$ cat src/htap_pkg.sv
package htap_pkg;

  localparam int QW      = 16;             // quaternion component
  localparam int TIME_W  = 32;
  localparam int ACC_W   = 35;             // sums of quaternion products
  localparam int S_W     = 30;             // clamped asin argument, +-2^28
  localparam int SQ_W    = 57;             // square root radicand
  localparam int PROD_W  = 58;             // shared multiplier result kept
  localparam int CW_W    = 45;             // cordic x/y word
  localparam int Z_W     = 34;             // cordic binary angle
  localparam int UNIT_W  = 52;             // angle scaling product
  localparam int ANG_W   = 36;             // angle in Q16.16 units
  localparam int CTR_W   = 40;             // centers, Q16.16
  localparam int DCL_W   = 31;             // clamped centered angle
  localparam int AXP_W   = 40;             // centered angle times gain
  localparam int AX_W    = 16;             // output axis
  localparam int DIV_W   = 14;             // divider divisor
  localparam int GAIN_W  = 8;
  localparam int CNT_W   = 8;

  localparam int CORDIC_STEPS = 24;
  localparam int NORM_BIT     = 40;

  localparam logic signed [Z_W-1:0]   HALF_TURN = 34'sd2147483648;
  localparam logic signed [S_W-1:0]   S_LIM     = 30'sd268435456;
  localparam logic [SQ_W-1:0]         SQ_ONE    = 57'd72057594037927936;
  localparam logic signed [CTR_W:0]   CLAMP_IN  = 41'sd1073676288;
  localparam logic signed [CTR_W:0]   CTR_MAX   = 41'sd549755813887;
  localparam logic signed [CTR_W:0]   CTR_MIN   = -41'sd549755813888;
  localparam logic signed [AXP_W-1:0] TRUNC_ADD = 40'sd1048575;
  localparam int                      AXP_SHIFT = 20;
  localparam logic signed [AXP_W-1:0] AX_MAX    = 40'sd32767;
  localparam logic signed [AX_W-1:0]  AX_MAX16  = 16'sd32767;

  localparam logic signed [AX_W-1:0]  AUTO_YAW_LIM   = 16'sd3000;
  localparam logic signed [AX_W:0]    AUTO_STEP_LIM  = 17'sd5;
  localparam logic signed [AX_W-1:0]  AUTO_PITCH_LIM = 16'sd600;
  localparam logic [TIME_W-1:0]       DRIFT_PERIOD   = 32'd1000;
  localparam logic [DIV_W-1:0]        DRIFT_DIV      = 14'd10000;
  localparam logic [CNT_W-1:0]        CALIB_DEFAULT  = 8'd200;

  // register indexes
  localparam logic [2:0] REG_YAW_GAIN    = 3'd0;
  localparam logic [2:0] REG_PITCH_GAIN  = 3'd1;
  localparam logic [2:0] REG_ROLL_GAIN   = 3'd2;
  localparam logic [2:0] REG_SETTLE      = 3'd3;
  localparam logic [2:0] REG_CALIB_SAMP  = 3'd4;
  localparam logic [2:0] REG_DRIFT       = 3'd5;
  localparam logic [2:0] REG_AUTO_EN     = 3'd6;

  // arctangent of 2^-i in binary angle units, 2^32 per turn
  function automatic logic [29:0] atan_entry(input logic [4:0] i);
    logic [29:0] r;
    case (i)
      5'd0:  r = 30'd536870912;
      5'd1:  r = 30'd316933406;
      5'd2:  r = 30'd167458907;
      5'd3:  r = 30'd85004756;
      5'd4:  r = 30'd42667331;
      5'd5:  r = 30'd21354465;
      5'd6:  r = 30'd10680862;
      5'd7:  r = 30'd5340245;
      5'd8:  r = 30'd2670163;
      5'd9:  r = 30'd1335087;
      5'd10: r = 30'd667544;
      5'd11: r = 30'd333772;
      5'd12: r = 30'd166886;
      5'd13: r = 30'd83443;
      5'd14: r = 30'd41722;
      5'd15: r = 30'd20861;
      5'd16: r = 30'd10430;
      5'd17: r = 30'd5215;
      5'd18: r = 30'd2608;
      5'd19: r = 30'd1304;
      5'd20: r = 30'd652;
      5'd21: r = 30'd326;
      5'd22: r = 30'd163;
      5'd23: r = 30'd81;
      default: r = 30'd0;
    endcase
    return r;
  endfunction

  function automatic logic signed [CTR_W-1:0] sat_center(input logic signed [CTR_W:0] v);
    logic signed [CTR_W:0] r;
    if (v > CTR_MAX) begin
      r = CTR_MAX;
    end else if (v < CTR_MIN) begin
      r = CTR_MIN;
    end else begin
      r = v;
    end
    return r[CTR_W-1:0];
  endfunction

endpackage

$ cat src/htap_div.sv
module htap_div (
  input  logic                              clk,
  input  logic                              rst,
  input  logic                              start,
  input  logic signed [htap_pkg::CTR_W-1:0] dividend,
  input  logic [htap_pkg::DIV_W-1:0]        divisor,
  output logic                              done,
  output logic signed [htap_pkg::CTR_W-1:0] quotient
);

  localparam int CNT_W = $clog2(htap_pkg::CTR_W + 1);
  localparam logic [CNT_W-1:0] LAST = CNT_W'(htap_pkg::CTR_W - 1);

  logic                          busy;
  logic [CNT_W-1:0]              cnt;
  logic [htap_pkg::CTR_W-1:0]    mag;   // dividend bits out, quotient bits in
  logic [htap_pkg::DIV_W:0]      rem;
  logic [htap_pkg::DIV_W-1:0]    dvs;
  logic                          neg;

  logic [htap_pkg::DIV_W:0]      rem_sh, rem_sub;
  logic                          fits;

  assign rem_sh  = {rem[htap_pkg::DIV_W-1:0], mag[htap_pkg::CTR_W-1]};
  assign rem_sub = rem_sh - {1'b0, dvs};
  assign fits    = rem_sh >= {1'b0, dvs};

  always_ff @(posedge clk) begin
    if (rst) begin
      busy <= 1'b0;
      done <= 1'b0;
    end else begin
      done <= 1'b0;
      if (!busy) begin
        busy <= start;
      end else if (cnt == LAST) begin
        busy <= 1'b0;
        done <= 1'b1;
      end
    end
  end

  always_ff @(posedge clk) begin
    if (!busy) begin
      cnt <= '0;
      rem <= '0;
      dvs <= divisor;
      neg <= dividend[htap_pkg::CTR_W-1];
      mag <= dividend[htap_pkg::CTR_W-1] ? -dividend : dividend;
    end else begin
      cnt <= cnt + 1'b1;
      rem <= fits ? rem_sub : rem_sh;
      mag <= {mag[htap_pkg::CTR_W-2:0], fits};
    end
  end

  // truncation toward zero: divide magnitudes, restore the sign
  assign quotient = neg ? -$signed(mag) : $signed(mag);

endmodule

$ cat config.mk
export PLATFORM = sky130hd
export DESIGN_NAME = htap_div
export DESIGN_NICKNAME = d
export VERILOG_FILES = /design/src/htap_pkg.sv /design/src/htap_div.sv
export SDC_FILE = /design/constraint.sdc
export NUM_CORES = 1
export LEC_CHECK = 0
export ABC_CLOCK_PERIOD_IN_PS = 8500
export BUFFER_PORTS_ARGS = -buffer_cell sky130_fd_sc_hd__clkbuf_2
export CAP_MARGIN = 15
export CELL_PAD_IN_SITES_DETAIL_PLACEMENT = 1
export CELL_PAD_IN_SITES_GLOBAL_PLACEMENT = 1
export CORE_MARGIN = 2
export CORE_UTILIZATION = 45
export CTS_CLUSTER_DIAMETER = 150
export DETAILED_ROUTE_END_ITERATION = 8
export HOLD_SLACK_MARGIN = 0.05
export PLACE_DENSITY_LB_ADDON = 0.25
export SYNTH_ARGS = -nofsm -noshare
export SYNTH_HDL_FRONTEND = slang
export SYNTH_SLANG_ARGS = --single-unit
$ cat constraint.sdc
create_clock -name clk -period 8.5 [get_ports clk]
set_input_delay 2.55 -clock clk [delete_from_list [all_inputs] [get_ports clk]]
set_output_delay 2.55 -clock clk [all_outputs]
set_load 0.01 [all_outputs]
==> results_dict.tcl <==
set metrics [dict create \
    post_synthesis_average_cell_area_sq_um 8.48 \
    initial_utilization_pct 45.8 \
    nets 743 \
    gr-max-usage-layer "met2" \
    crit_path_max_fanout 6 \
    core_area_sq_um 10700 \
    result_of_the_run "finished, final reports clean" \
    postSynth.topFlopCell "dfxtp_1" \
    synth.ff_latch_count 77 \
    p_leak_nw 2.30 \
    drcViolationCount 0 \
    final_period_minus_worst_setup_slack_ns 5.47 \
    floorplan.rows 38 \
    powerDensity_nw_per_um2 172 \
    grt.met1_usage_pct 27.4 \
    layout_common_cells "97 x clkbuf_2, 71 x nand2_1, 61 x dfxtp_1" \
    detailed_place_hpwl_microns 10400 \
    cts_inserted_buffers 9 \
    layout-area-overhead-vs-synth_pct 16.7 \
    setup.worst_path.start_class "flip-flop" \
    hold-path-cell-count 1 \
    design.die.area_sq_um 11800 \
    ctsHtreeMaxLevel 3 \
    worst_ir_drop_vdd_v 0.0000660 \
    grt.overflow.total 0 \
    synth-edff-count 15 \
    worst-r2r-cell-count 8 \
    asyncSetResetFlopFracSynth_pct 0 \
    route.vias.total 4558 \
    total_power_after_layout_uw 985 \
    layout_commonest_cell "clkbuf_2" \
    tritoncts "yes" \
    viasPerCell 5.61 \
    first_global_vias 4548 \
    post_route_antenna_net_violation_count 0 \
    route.detailed.wl_per_inst_microns 16.9 \
    grt_start_max_net_pins 82 \
    required_worst_endpoint_ns 5.95 \
    ys_types 62 \
    clockRootBuffer "clkbuf_8" \
    tritonroute_pass_1_iters 4 \
    postPlaceCellArea_sq_um 5510 \
    critPathArrivalTime_ns 2.92 \
    synth.yosys.seq_area_share_pct 34.4 \
    postCtsSetupRepairBufs 0 \
    max_cap_violations 0 \
    syn-instance-count 580 \
    rsz0062_at_grt "no" \
    summed_instance_area_of_the_synthesized_netlist_sq_um 4920 \
    postRouteWirelength_microns 13700 \
    path_class "reg -> out" \
    post_route_cells_drive_above_1_share_pct 20.5 \
    synthesis.yosys.warnings 0 \
    floorplan.die.width_microns 109 \
    whs_ns 0.452 \
    clkTransAtPathRegs_ns 0.08 \
    buffer_ports.inserted 97 \
    diodes 0 \
    setup_viol_count_final 0 \
    nFillCells 1346 \
    critPathCaptureType "primary output" \
    maximum_buffer_depth_of_the_clock_tree 2 \
    worst_skew_pair.late_latency_ns 0.35 \
    first_pass_grt_wire_length_microns 21600 \
    final_design_instance_area_without_fill_sq_um 5740 \
    globalRouteTotalUtil_pct 23.3 \
    cts_sink_cnt 77 \
    hp-class "reg -> reg" \
    cts.repair.resized 0 \
    timing.max_slew.rel_slack_pct 32.7 \
    finalHoldViolCount 0 \
    use_met2_pct 43.4 \
    place_inst 795 \
    fin_tns_setup_ns 0 \
    report.final.slew_viol_count 0 \
    postCtsHoldBufs 0 \
    instances_no_fill 812 \
    gp_congestion 0.832 \
    fp.dieH_microns 109 \
    grt_use_met3_pct 2.41 \
    floorplan.io_pins 98 \
    fin_skew_ns 0.0104 \
    final_cycle_share_pct 64.4 \
    detailedRoute.firstIterationViolations 158 \
    antenna_violations_before_repair 0 \
    worst_pin_slew_ns 1.00 \
    synth_fp_nets 656 \
    fmax_ghz 0.183 \
]
-- critical path, cell delays in order, from the launching register on --
cell	delay [ns]
dfxtp_1	0.35
nor4_2	0.43
nand2_1	0.19
or3_1	0.47
or4b_1	0.57
o31ai_2	0.22
xnor2_1	0.18
clkbuf_2	0.18
-- logic make-up (layout without fill, tap and decap cells) --
family                   count (synthesis)  in the layout  share of synthesized area [%]
adder cells (fa/ha/maj)                 19             19                           4.98
AO/OA/AOI/OAI                          160            160                           20.7
AND/OR/NAND/NOR                        185            185                           20.2
buffers and inverters                   51            143                           3.97
multiplexers                             4              4                          0.890
XOR/XNOR                                84             84                           15.0
flip-flops                              77             77                           34.4
-- where the power goes --
group          switching [mW]  leakage (nW)  internal (mW)
sequential             0.0388         0.666          0.407
combinational           0.134          1.53          0.106
clock                   0.135         0.101          0.164
-- worst paths after layout --
path / start / end / slack, ns
hold reg to reg: cnt[0] / cnt[0] / 0.45
setup / recovery: mag[5] / quotient[22] / 3.03
setup reg to reg: dvs[2] / rem[7] / 5.44
hold / removal: cnt[0] / cnt[0] / 0.45
-- synthesized netlist by cell type, types with 5 or more instances --
master	n	share of area, %
nand2_1	71	5.4
dfxtp_1	62	25
o21ai_0	50	5.1
xnor2_1	50	8.9
xor2_1	34	6.1
inv_1	26	2.0
o21ai_1	26	2.6
clkbuf_1	23	1.8
nor2_1	23	1.8
o31ai_1	20	3.1
a21oi_1	19	1.9
ha_1	18	4.6
nand3_1	17	1.7
nor3_1	16	1.6
edfxtp_1	15	9.2
or3_1	12	1.5
o41ai_1	10	1.8
o21a_1	6	0.92
a211oi_1	5	0.76
and2_1	5	0.64
-- layer usage --
metal	vias up	wire length (microns)
li1	2248	-
met1	2192	5860
met2	97	7200
met3	21	436
met4	0	250
met5	-	0
-- cell type report --
cell class / count / area, sq um / area share [%]
repair buffers: 101 / 536 / 9.32
multi-input cells: 452 / 3030 / 52.8
clock buffers: 11 / 131 / 2.29
inverters: 26 / 97.6 / 1.70
clock inverters: 5 / 76.3 / 1.33
flip-flops and latches: 77 / 1690 / 29.5
well taps: 140 / 175 / 3.05
-- through the flow --
step | util (%) | worst slack, ns
floorplan | - | 3.77
global placement | 51.3 | 3.54
detailed placement | 51.3 | 3.44
CTS | 53.2 | 3.04
global route | 53.4 | 2.92
finish | 53.4 | 3.03
-- flip-flops by register name (all words and copies together), names as in the netlist --
register	cells
busy	1
cnt	6
done	1
rem	14
neg	1
dvs	14
mag	40
(Power assumes the default switching activity.)
