`config.mk`:
```
export PLATFORM = sky130hd
export DESIGN_NAME = htap_cordic
export DESIGN_NICKNAME = d
export VERILOG_FILES = /design/src/htap_pkg.sv /design/src/htap_cordic.sv
export SDC_FILE = /design/constraint.sdc
export NUM_CORES = 1
export LEC_CHECK = 0
export BUFFER_PORTS_ARGS = -buffer_cell sky130_fd_sc_hd__buf_4
export CAP_MARGIN = 20
export CORE_MARGIN = 1
export CORE_UTILIZATION = 45
export DETAILED_ROUTE_END_ITERATION = 16
export GPL_TIMING_DRIVEN = 0
export REMOVE_ABC_BUFFERS = 1
export SLEW_MARGIN = 20
export SYNTH_ARGS = -nofsm -noshare
export SYNTH_HDL_FRONTEND = slang
export SYNTH_SLANG_ARGS = --single-unit
```
`constraint.sdc`:
```
create_clock -name clk -period 8.03 [get_ports clk]
set_input_delay 0.803 -clock clk [delete_from_list [all_inputs] [get_ports clk]]
set_output_delay 0.803 -clock clk [all_outputs]
set_load 0.005 [all_outputs]
```
`src/htap_pkg.sv`:
```
package htap_pkg;

  localparam int QW      = 16;             // quaternion component
  localparam int TIME_W  = 32;
  localparam int ACC_W   = 35;             // sums of quaternion products
  localparam int S_W     = 30;             // clamped asin argument, +-2^28
  localparam int SQ_W    = 57;             // square root radicand
  localparam int PROD_W  = 58;             // shared multiplier result kept
  localparam int CW_W    = 45;             // cordic x/y word
  localparam int Z_W     = 34;             // cordic binary angle
  localparam int UNIT_W  = 52;             // angle scaling product
  localparam int ANG_W   = 36;             // angle in Q16.16 units
  localparam int CTR_W   = 40;             // centers, Q16.16
  localparam int DCL_W   = 31;             // clamped centered angle
  localparam int AXP_W   = 40;             // centered angle times gain
  localparam int AX_W    = 16;             // output axis
  localparam int DIV_W   = 14;             // divider divisor
  localparam int GAIN_W  = 8;
  localparam int CNT_W   = 8;

  localparam int CORDIC_STEPS = 24;
  localparam int NORM_BIT     = 40;

  localparam logic signed [Z_W-1:0]   HALF_TURN = 34'sd2147483648;
  localparam logic signed [S_W-1:0]   S_LIM     = 30'sd268435456;
  localparam logic [SQ_W-1:0]         SQ_ONE    = 57'd72057594037927936;
  localparam logic signed [CTR_W:0]   CLAMP_IN  = 41'sd1073676288;
  localparam logic signed [CTR_W:0]   CTR_MAX   = 41'sd549755813887;
  localparam logic signed [CTR_W:0]   CTR_MIN   = -41'sd549755813888;
  localparam logic signed [AXP_W-1:0] TRUNC_ADD = 40'sd1048575;
  localparam int                      AXP_SHIFT = 20;
  localparam logic signed [AXP_W-1:0] AX_MAX    = 40'sd32767;
  localparam logic signed [AX_W-1:0]  AX_MAX16  = 16'sd32767;

  localparam logic signed [AX_W-1:0]  AUTO_YAW_LIM   = 16'sd3000;
  localparam logic signed [AX_W:0]    AUTO_STEP_LIM  = 17'sd5;
  localparam logic signed [AX_W-1:0]  AUTO_PITCH_LIM = 16'sd600;
  localparam logic [TIME_W-1:0]       DRIFT_PERIOD   = 32'd1000;
  localparam logic [DIV_W-1:0]        DRIFT_DIV      = 14'd10000;
  localparam logic [CNT_W-1:0]        CALIB_DEFAULT  = 8'd200;

  // register indexes
  localparam logic [2:0] REG_YAW_GAIN    = 3'd0;
  localparam logic [2:0] REG_PITCH_GAIN  = 3'd1;
  localparam logic [2:0] REG_ROLL_GAIN   = 3'd2;
  localparam logic [2:0] REG_SETTLE      = 3'd3;
  localparam logic [2:0] REG_CALIB_SAMP  = 3'd4;
  localparam logic [2:0] REG_DRIFT       = 3'd5;
  localparam logic [2:0] REG_AUTO_EN     = 3'd6;

  // arctangent of 2^-i in binary angle units, 2^32 per turn
  function automatic logic [29:0] atan_entry(input logic [4:0] i);
    logic [29:0] r;
    case (i)
      5'd0:  r = 30'd536870912;
      5'd1:  r = 30'd316933406;
      5'd2:  r = 30'd167458907;
      5'd3:  r = 30'd85004756;
      5'd4:  r = 30'd42667331;
      5'd5:  r = 30'd21354465;
      5'd6:  r = 30'd10680862;
      5'd7:  r = 30'd5340245;
      5'd8:  r = 30'd2670163;
      5'd9:  r = 30'd1335087;
      5'd10: r = 30'd667544;
      5'd11: r = 30'd333772;
      5'd12: r = 30'd166886;
      5'd13: r = 30'd83443;
      5'd14: r = 30'd41722;
      5'd15: r = 30'd20861;
      5'd16: r = 30'd10430;
      5'd17: r = 30'd5215;
      5'd18: r = 30'd2608;
      5'd19: r = 30'd1304;
      5'd20: r = 30'd652;
      5'd21: r = 30'd326;
      5'd22: r = 30'd163;
      5'd23: r = 30'd81;
      default: r = 30'd0;
    endcase
    return r;
  endfunction

  function automatic logic signed [CTR_W-1:0] sat_center(input logic signed [CTR_W:0] v);
    logic signed [CTR_W:0] r;
    if (v > CTR_MAX) begin
      r = CTR_MAX;
    end else if (v < CTR_MIN) begin
      r = CTR_MIN;
    end else begin
      r = v;
    end
    return r[CTR_W-1:0];
  endfunction

endpackage

```
`src/htap_cordic.sv`:
```
module htap_cordic (
  input  logic                              clk,
  input  logic                              rst,
  input  logic                              start,
  input  logic signed [htap_pkg::ACC_W-1:0] y_in,
  input  logic signed [htap_pkg::ACC_W-1:0] x_in,
  output logic                              done,
  output logic signed [htap_pkg::Z_W-1:0]   z_out
);

  localparam logic [1:0] C_IDLE = 2'd0;
  localparam logic [1:0] C_NORM = 2'd1;
  localparam logic [1:0] C_ROT  = 2'd2;
  localparam logic signed [htap_pkg::CW_W-1:0] NORM_LIM =
    htap_pkg::CW_W'(1) <<< htap_pkg::NORM_BIT;
  localparam logic [4:0] LAST_STEP = 5'(htap_pkg::CORDIC_STEPS - 1);

  logic [1:0]                         state;
  logic signed [htap_pkg::CW_W-1:0]   x, y;
  logic signed [htap_pkg::Z_W-1:0]    z;
  logic [4:0]                         step;

  logic signed [htap_pkg::CW_W-1:0]   xe, ye, xs, ys, x_next, y_next;
  logic signed [htap_pkg::Z_W-1:0]    tab, z_next;
  logic                               big;

  assign xe  = htap_pkg::CW_W'(x_in);
  assign ye  = htap_pkg::CW_W'(y_in);
  assign xs  = x >>> step;
  assign ys  = y >>> step;
  assign tab = $signed({4'b0, htap_pkg::atan_entry(step)});
  assign big = (x >= NORM_LIM) || (y >= NORM_LIM) || (y <= -NORM_LIM);

  always_comb begin
    if (!y[htap_pkg::CW_W-1]) begin
      x_next = x + ys;
      y_next = y - xs;
      z_next = z + tab;
    end else begin
      x_next = x - ys;
      y_next = y + xs;
      z_next = z - tab;
    end
  end

  always_ff @(posedge clk) begin
    if (rst) begin
      state <= C_IDLE;
      done  <= 1'b0;
    end else begin
      done <= 1'b0;
      case (state)
        C_IDLE: begin
          if (start) begin
            if (xe == '0 && ye == '0) begin
              z_out <= '0;
              done  <= 1'b1;
            end else begin
              state <= C_NORM;
            end
          end
        end
        C_NORM: begin
          if (big) begin
            state <= C_ROT;
          end
        end
        C_ROT: begin
          if (step == LAST_STEP) begin
            z_out <= z_next;
            done  <= 1'b1;
            state <= C_IDLE;
          end
        end
        default: state <= C_IDLE;
      endcase
    end
  end

  // datapath
  always_ff @(posedge clk) begin
    case (state)
      C_IDLE: begin
        step <= '0;
        // left half plane: turn by half a circle first
        if (xe < 0) begin
          x <= -xe;
          y <= -ye;
          z <= (ye >= 0) ? htap_pkg::HALF_TURN : -htap_pkg::HALF_TURN;
        end else begin
          x <= xe;
          y <= ye;
          z <= '0;
        end
      end
      C_NORM: begin
        if (!big) begin
          x <= x <<< 1;
          y <= y <<< 1;
        end
      end
      C_ROT: begin
        x    <= x_next;
        y    <= y_next;
        z    <= z_next;
        step <= step + 5'd1;
      end
      default: step <= '0;
    endcase
  end

  assert property (@(posedge clk) disable iff (rst) start |-> state == C_IDLE)
    else $error("cordic started while busy");
  assert property (@(posedge clk) disable iff (rst) state == C_ROT |-> x >= 0)
    else $error("cordic x went negative");
  assert property (@(posedge clk) disable iff (rst) done |=> !done)
    else $error("cordic done held longer than one cycle");

endmodule

```
==> insert_results.sql, run 1 <==
INSERT INTO impl_metrics (metric_group, metric, value, unit) VALUES
('outcome', 'result_of_the_run', 'completed', ''),
('drt', 'wl_per_cell', '24.04', 'microns'),
('drt', 'finalWirelength', '91710', 'microns'),
('sta', 'timing.final.crit_period', '7.758', 'ns'),
('cts', 'cts_tree', 'done', ''),
('synthesis', 'synth_seq_cells', '196', ''),
('die', 'io-pin-count', '108', ''),
('finish', 'nFillCells', '5507', ''),
('drt', 'dr.pass1.iters', '6', ''),
('sta', 'final_hold_viol_count', '0', ''),
('drt', 'vias', '25158', ''),
('die', 'die_w', '244.1', 'microns'),
('placed_design', 'place_ws', '-0.4230', 'ns'),
('synthesis', 'yosysUniqueCellTypes', '101', ''),
('critical_path', 'reg2reg_from', 'step[1]', ''),
('synthesis', 'ys.warnings.count', '0', ''),
('sta', 'fmax', '128.9', 'MHz'),
('die', 'die-height', '244.1', 'microns'),
('synthesis', 'postSynthCellCount', '3058', ''),
('run', 'cap_violations', '0', ''),
('finish', 'antenna_cells_inserted', '0', ''),
('critical_path', 'timing.critical_path.fanout_max', '15', ''),
('drt', 'detail_route.drc_violations', '0', ''),
('cts', 'worstSkewPairLatency', '0.52', 'ns'),
('global_route', 'overflow', '0', ''),
('critical_path', 'startpoint', 'step[1]', ''),
('finish', 'flow.area_growth_from_synthesis', '9.743', '%'),
('sta', 'skew', '0.02729', 'ns'),
('synthesis', 'synth_largest_area_cell', 'edfxtp_1', ''),
('finish', 'fin_nets', '3261', ''),
('sta', 'worstMarginPinSlew', '1.193', 'ns'),
('cts', 'ctsLongestPathBuffers', '2', ''),
('finish', 'share_of_final_layout_standard_cells_stronger_than_drive_strength_1', '0.1485', ''),
('global_route', 'grt_first_pass_wirelength', '141700', 'microns'),
('synthesis', 'mappedNetlistArea', '0.02637', 'sq mm'),
('drt', 'post_drt_via_cell_ratio', '6.594', ''),
('sta', 'fin_crit_sh', '0.9661', ''),
('placed_design', 'area_of_placed_instances', '0.02826', 'sq mm'),
('global_route', 'grt_antenna_before_repair', '0', ''),
('cts', 'cts-buffers-inserted', '17', ''),
('sta', 'unrepaired_setup_endpoints_after_global_routing', 'no', ''),
('drt', 'drt_iter0_markers', '2542', ''),
('synthesis', 'synth_sequential_area_ratio', '0.2107', ''),
('critical_path', 'critPathKind', 'flip-flop to flip-flop', ''),
('synthesis', 'syn_area_per_cell', '8.622', 'sq um'),
('finish', 'postLayoutCoreUtil', '0.5005', ''),
('die', 'core', '0.05781', 'sq mm'),
('die', 'floorplan.rows', '88', ''),
('sta', 'final.setup.worst_slack', '0.2723', 'ns'),
('finish', 'final_design_area_no_fill', '0.02893', 'sq mm'),
('synthesis', 'synth.top_cell.area_share', '0.1856', ''),
('sta', 'timing_max_transition_violations_final', '0', ''),
('critical_path', 'cp-end-kind', 'flip-flop', ''),
('cts', 'clk_pin_slew_worst_paths', '0.09', 'ns'),
('die', 'initial_utilization', '0.4561', ''),
('critical_path', 'worstSetupStartpointType', 'flip-flop', ''),
('cts', 'clock_sink_count', '196', ''),
('critical_path', 'ff2ff_path_depth', '27', ''),
('sta', 'setup_viol_count_final', '0', ''),
('cts', 'clk_root_buffer_cell', 'clkbuf_16', ''),
('placed_design', 'portBuffers', '107', ''),
('synthesis', 'yosysMostFrequentCell', 'a21oi_1', ''),
('synthesis', 'synthTopCellsByArea', 'edfxtp_1 19%, mux4_2 9.7%, ha_1 7.0%, a21oi_1 5.2%, xnor2_1 5.1%', ''),
('synthesis', 'synth_flop_cell', 'edfxtp_1', ''),
('sta', 'relSlewSlack', '0.2031', ''),
('critical_path', 'worst_setup_path_endpoint', 'y[40]', ''),
('synthesis', 'synth.cells.most_frequent', '276 x a21oi_1, 265 x nand2_1, 217 x nor2_1, 180 x o21ai_0, 163 x edfxtp_1', ''),
('placed_design', 'place.detailed.hpwl', '69900', 'microns'),
('critical_path', 'cp.required', '8.27', 'ns'),
('critical_path', 'regToRegEndpoint', 'y[40]', ''),
('cts', 'htree_num_levels', '4', ''),
('synthesis', 'synth_enable_flop_cells', '163', ''),
('drt', 'final_ant_viol_nets', '0', ''),
('global_route', 'grt_start_max_net_pins', '69', ''),
('die', 'die_outline_area', '0.05956', 'sq mm'),
('global_route', 'grt_pass1_vias', '24073', ''),
('synthesis', 'async_sr_flop_fraction', '0', ''),
('placed_design', 'gp_congestion', '0.9811', ''),
('critical_path', 'r2r_slack', '0.27', 'ns'),
('global_route', 'grt_use_total', '0.3053', ''),
('critical_path', 'cp.arrival', '8.00', 'ns'),
('min_path', 'hold_class', 'input pin to flip-flop', '');
cell usage in the layout, fill, tap and decap left out, types with 58 or more instances in the layout:
cell,instances
nor3_1,58
mux2_2,62
nor2_1,214
a21o_1,64
buf_4,111
a21oi_1,275
o21ai_0,177
ha_1,145
mux4_2,113
xnor2_1,153
xor2_1,115
inv_1,79
edfxtp_1,163
mux2i_1,112
nand2_1,264
critical path, stage by stage (launching register included):
cell and delay (ns):
edfxtp_1 0.48, buf_8 0.20, buf_8 0.17, buf_16 0.16
buf_8 0.17, nor2b_1 0.92, a22oi_1 0.32, nand3_1 0.22
o211ai_1 0.20, or4_4 0.52, nor4b_4 0.47, and4_4 0.37
inv_1 0.07, o21ai_0 0.21, xnor2_1 0.20, ha_1 0.36
a21o_1 0.20, a21o_1 0.18, a21oi_1 0.20, nor2_1 0.06
a2111oi_0 0.38, o21ai_1 0.26, a211o_1 0.37, a21oi_1 0.24
o21bai_1 0.09, a21oi_1 0.18, xor2_1 0.16, o21ai_0 0.08
layout make-up:
| cell class | instances | area (sq um) | area share |
|---|---|---|---|
| clock buffer | 20 | 456.7 | 0.01578 |
| clock inverter | 12 | 137.6 | 0.004757 |
| inverter | 87 | 337.8 | 0.01168 |
| multi-input combinational | 2566 | 19610 | 0.6779 |
| sequential | 196 | 5555 | 0.1920 |
| tap | 765 | 957.2 | 0.03308 |
| timing repair buffer | 169 | 1876 | 0.06482 |
flip-flops by register name (all words and copies together) (netlist names):
register	flops
tab	30
x	45
state	2
z	34
y	45
z_out	34
done	1
step	5
metrics by stage:
| step | std cells | hold WS, ns | TNS [ns] |
|---|---|---|---|
| detailed placement | 3779 | 0.5941 | -1.437 |
| floorplan | 2849 | 0.5136 | -181.97 |
| CTS | 3811 | 0.4617 | 0 |
| global route | 3815 | 0.4727 | 0 |
| global placement | 3721 | 0.5431 | -945.29 |
| finish | 3815 | 0.4848 | 0 |
routing by layer:
metal | global-route usage | up-vias | routed length (microns)
li1 | - | 11611 | -
met1 | 0.3812 | 12188 | 37110
met2 | 0.5093 | 1137 | 43710
met3 | 0.05015 | 222 | 6387
met4 | 0.1507 | 0 | 4502
met5 | 0 | - | 0
cells by family after synthesis:
kind of cell	Yosys count	synth area share
AO/OA/AOI/OAI	945	0.2326
XOR/XNOR	268	0.08903
adder cells (fa/ha/maj)	151	0.07251
buffers and inverters	296	0.05078
flip-flops	196	0.2107
multiplexers	301	0.1744
AND/OR/NAND/NOR	901	0.1700
worst min path at each step:
stage,start,to,slack (ns),cells after the start
floorplan,state[1],state[1],0.51,2
global placement,state[1],state[1],0.54,2
detailed placement,state[1],state[1],0.59,2
CTS,rst,done,0.46,2
global route,rst,state[1],0.47,2
finish,rst,done,0.48,2
timing repair:
action,in CTS,in global routing
cloned,0,0
hold buffers,0,0
endpoints found under the setup margin,9,15
gates resized for setup,5,9
setup buffers,0,4
Power of run 1 is not shown: default switching activity piles up to over one toggle a cycle in this logic, so the estimate is an artifact.
==> run 2: changes to the inputs <==
==> constraint.sdc (replaced) <==
create_clock -name clk -period 7.1 [get_ports clk]
set_input_delay 0.71 -clock clk [delete_from_list [all_inputs] [get_ports clk]]
set_output_delay 0.71 -clock clk [all_outputs]
set_load 0.02 [all_outputs]
==> run 2 against run 1 <==
Clock skew increased by 0.0011 ns. Sequential share of layout area decreased by 0.41 points. Non-clock buffer count increased by 31. Hold slack got worse by 0.093 ns. Critical path depth unchanged. Register-to-register slack got worse by 0.08 ns. Critical endpoint is now y[32]. Via count increased by 0.52%. Die area unchanged. Global-route usage increased by 0.19 points. Largest cell class unchanged. Cell area increased by 2.2%.
==> insert_results.sql, run 2 (synthesis gave the netlist of run 1 again) <==
INSERT INTO impl_metrics (metric_group, metric, value, unit) VALUES
('placed_design', 'place.detailed.hpwl', '69900', 'microns'),
('die', 'die-height', '244.1', 'microns'),
('global_route', 'grt_antenna_before_repair', '1', ''),
('cts', 'worstSkewPairLatency', '0.52', 'ns'),
('drt', 'post_drt_via_cell_ratio', '6.572', ''),
('die', 'io-pin-count', '108', ''),
('drt', 'detail_route.drc_violations', '0', ''),
('drt', 'final_ant_viol_nets', '0', ''),
('finish', 'biggestRegsByFlops', 'x (45), y (45)', ''),
('placed_design', 'portBuffers', '107', ''),
('sta', 'fmax', '144.8', 'MHz'),
('finish', 'fin_nets', '3293', ''),
('critical_path', 'critPathKind', 'flip-flop to flip-flop', ''),
('critical_path', 'cp-end-kind', 'flip-flop', ''),
('run', 'cap_violations', '0', ''),
('global_route', 'grt_first_pass_wirelength', '142600', 'microns'),
('die', 'die_outline_area', '0.05956', 'sq mm'),
('drt', 'wl_per_cell', '24.10', 'microns'),
('critical_path', 'worstSetupStartpointType', 'flip-flop', ''),
('global_route', 'overflow', '0', ''),
('sta', 'skew', '0.02840', 'ns'),
('finish', 'nFillCells', '5476', ''),
('sta', 'worstMarginPinSlew', '1.035', 'ns'),
('cts', 'clock_sink_count', '196', ''),
('die', 'core', '0.05781', 'sq mm'),
('critical_path', 'timing.critical_path.fanout_max', '18', ''),
('finish', 'postLayoutCoreUtil', '0.5113', ''),
('cts', 'clk_pin_slew_worst_paths', '0.09', 'ns'),
('sta', 'final_hold_viol_count', '0', ''),
('drt', 'dr.pass1.iters', '6', ''),
('drt', 'drt_iter0_markers', '2604', ''),
('cts', 'clk_root_buffer_cell', 'clkbuf_16', ''),
('drt', 'finalWirelength', '92730', 'microns'),
('sta', 'setup_viol_count_final', '0', ''),
('finish', 'share_of_final_layout_standard_cells_stronger_than_drive_strength_1', '0.1720', ''),
('cts', 'cts_tree', 'done', ''),
('cts', 'cts-buffers-inserted', '17', ''),
('critical_path', 'r2r_slack', '0.19', 'ns'),
('cts', 'htree_num_levels', '4', ''),
('die', 'die_w', '244.1', 'microns'),
('drt', 'vias', '25288', ''),
('finish', 'final_cell_mix', '271 x a21oi_1, 264 x nand2_1, 214 x nor2_1, 176 x o21ai_0, 163 x edfxtp_1', ''),
('finish', 'layout_commonest_cell', 'a21oi_1', ''),
('die', 'initial_utilization', '0.4561', ''),
('global_route', 'grt_use_total', '0.3072', ''),
('finish', 'flow.area_growth_from_synthesis', '12.11', '%'),
('global_route', 'grt_start_max_net_pins', '69', ''),
('placed_design', 'gp_congestion', '0.9811', ''),
('min_path', 'hold_class', 'input pin to flip-flop', ''),
('sta', 'relSlewSlack', '0.2904', ''),
('global_route', 'grt_pass1_vias', '24163', ''),
('sta', 'timing_max_transition_violations_final', '0', ''),
('critical_path', 'cp.required', '7.33', 'ns'),
('cts', 'ctsLongestPathBuffers', '2', ''),
('sta', 'timing.final.crit_period', '6.907', 'ns'),
('critical_path', 'cp.arrival', '7.14', 'ns'),
('die', 'floorplan.rows', '88', ''),
('sta', 'fin_crit_sh', '0.9729', ''),
('outcome', 'result_of_the_run', 'completed', '');
[run 2: cell types whose count changed in the layout (fill, tap and decap cells not counted), moves of 4 or more]
| cell | before | now |
|---|---|---|
| a21oi_1 | 275 | 271 |
| mux2i_1 | 112 | 106 |
| buf_12 | 3 | 14 |
| buf_4 | 111 | 143 |
| buf_8 | 36 | 23 |
| a21oi_2 | 0 | 4 |
| a221oi_1 | 25 | 20 |
[run 2: area by class of cell]
type                    count  area [sq um]  area share
multi-input cells        2566         19920      0.6739
flip-flops and latches    196          5555      0.1879
repair buffers            200          2166     0.07327
well taps                 765         957.2     0.03238
clock buffers              20         456.7     0.01545
inverters                  87         355.3     0.01202
clock inverters            12         137.6    0.004656
repair inverters            1         7.507   0.0002540
diodes                      1         2.502  0.00008466
[run 2: stage by stage]
stage / area [sq um] / worst slack (ns) / setup TNS (ns) / std cells / hold WS [ns]
after floorplan: 25350 / -3.441 / -356.55 / 2849 / 0.5136
final: 29560 / 0.1926 / 0 / 3848 / 0.3913
after global routing: 29560 / -0.04210 / -0.08731 / 3847 / 0.3796
after detailed placement: 28260 / -1.353 / -23.48 / 3779 / 0.5941
after CTS: 29110 / 0.02407 / 0 / 3822 / 0.3687
after global placement: 27110 / -6.834 / -1198.35 / 3721 / 0.5431
[run 2: final timing paths]
kind                            startpoint  endpoint  depth (start not counted)
worst max-delay path               step[0]     y[32]                         27
worst min-delay path                   rst      done                          2
worst max register to register     step[0]     y[32]                         27
worst min register to register    state[1]  state[1]                          2
[run 2: worst max-delay path, cell delays in order (launching register included)]
cell	delay (ns)
edfxtp_1	0.45
buf_12	0.20
buf_12	0.18
buf_12	0.18
buf_12	0.17
mux4_2	0.54
a22o_1	0.25
a211oi_4	0.27
nand3_2	0.15
or4_4	0.54
nor4b_4	0.41
and4_4	0.30
inv_1	0.06
o21ai_0	0.20
xnor2_1	0.19
ha_1	0.29
a21o_1	0.17
a21o_1	0.18
a21oi_2	0.15
nor2_1	0.07
a2111oi_2	0.37
o21ai_2	0.16
buf_4	0.17
a41o_1	0.25
a21o_1	0.19
a21oi_1	0.17
xor2_1	0.19
o221ai_1	0.13
[run 2: routing by layer]
metal / wire (microns) / vias to the layer above / part of all wire / GRT usage
li1: - / 11689 / - / -
met3: 6999 / 220 / 0.075 / 0.05476
met5: 0 / - / 0 / 0
met1: 36810 / 12240 / 0.40 / 0.3813
met4: 4758 / 0 / 0.051 / 0.1533
met2: 44160 / 1139 / 0.48 / 0.5113
[run 2: timing repair]
action / CTS / global route
setup endpoints to repair: 41 / 26
buffers inserted: 10 / 26
pin swaps: 4 / 15
hold buffers: 0 / 0
gates resized for setup: 34 / 55
cloned: 1 / 1
Power of run 2 is left out for the same reason.
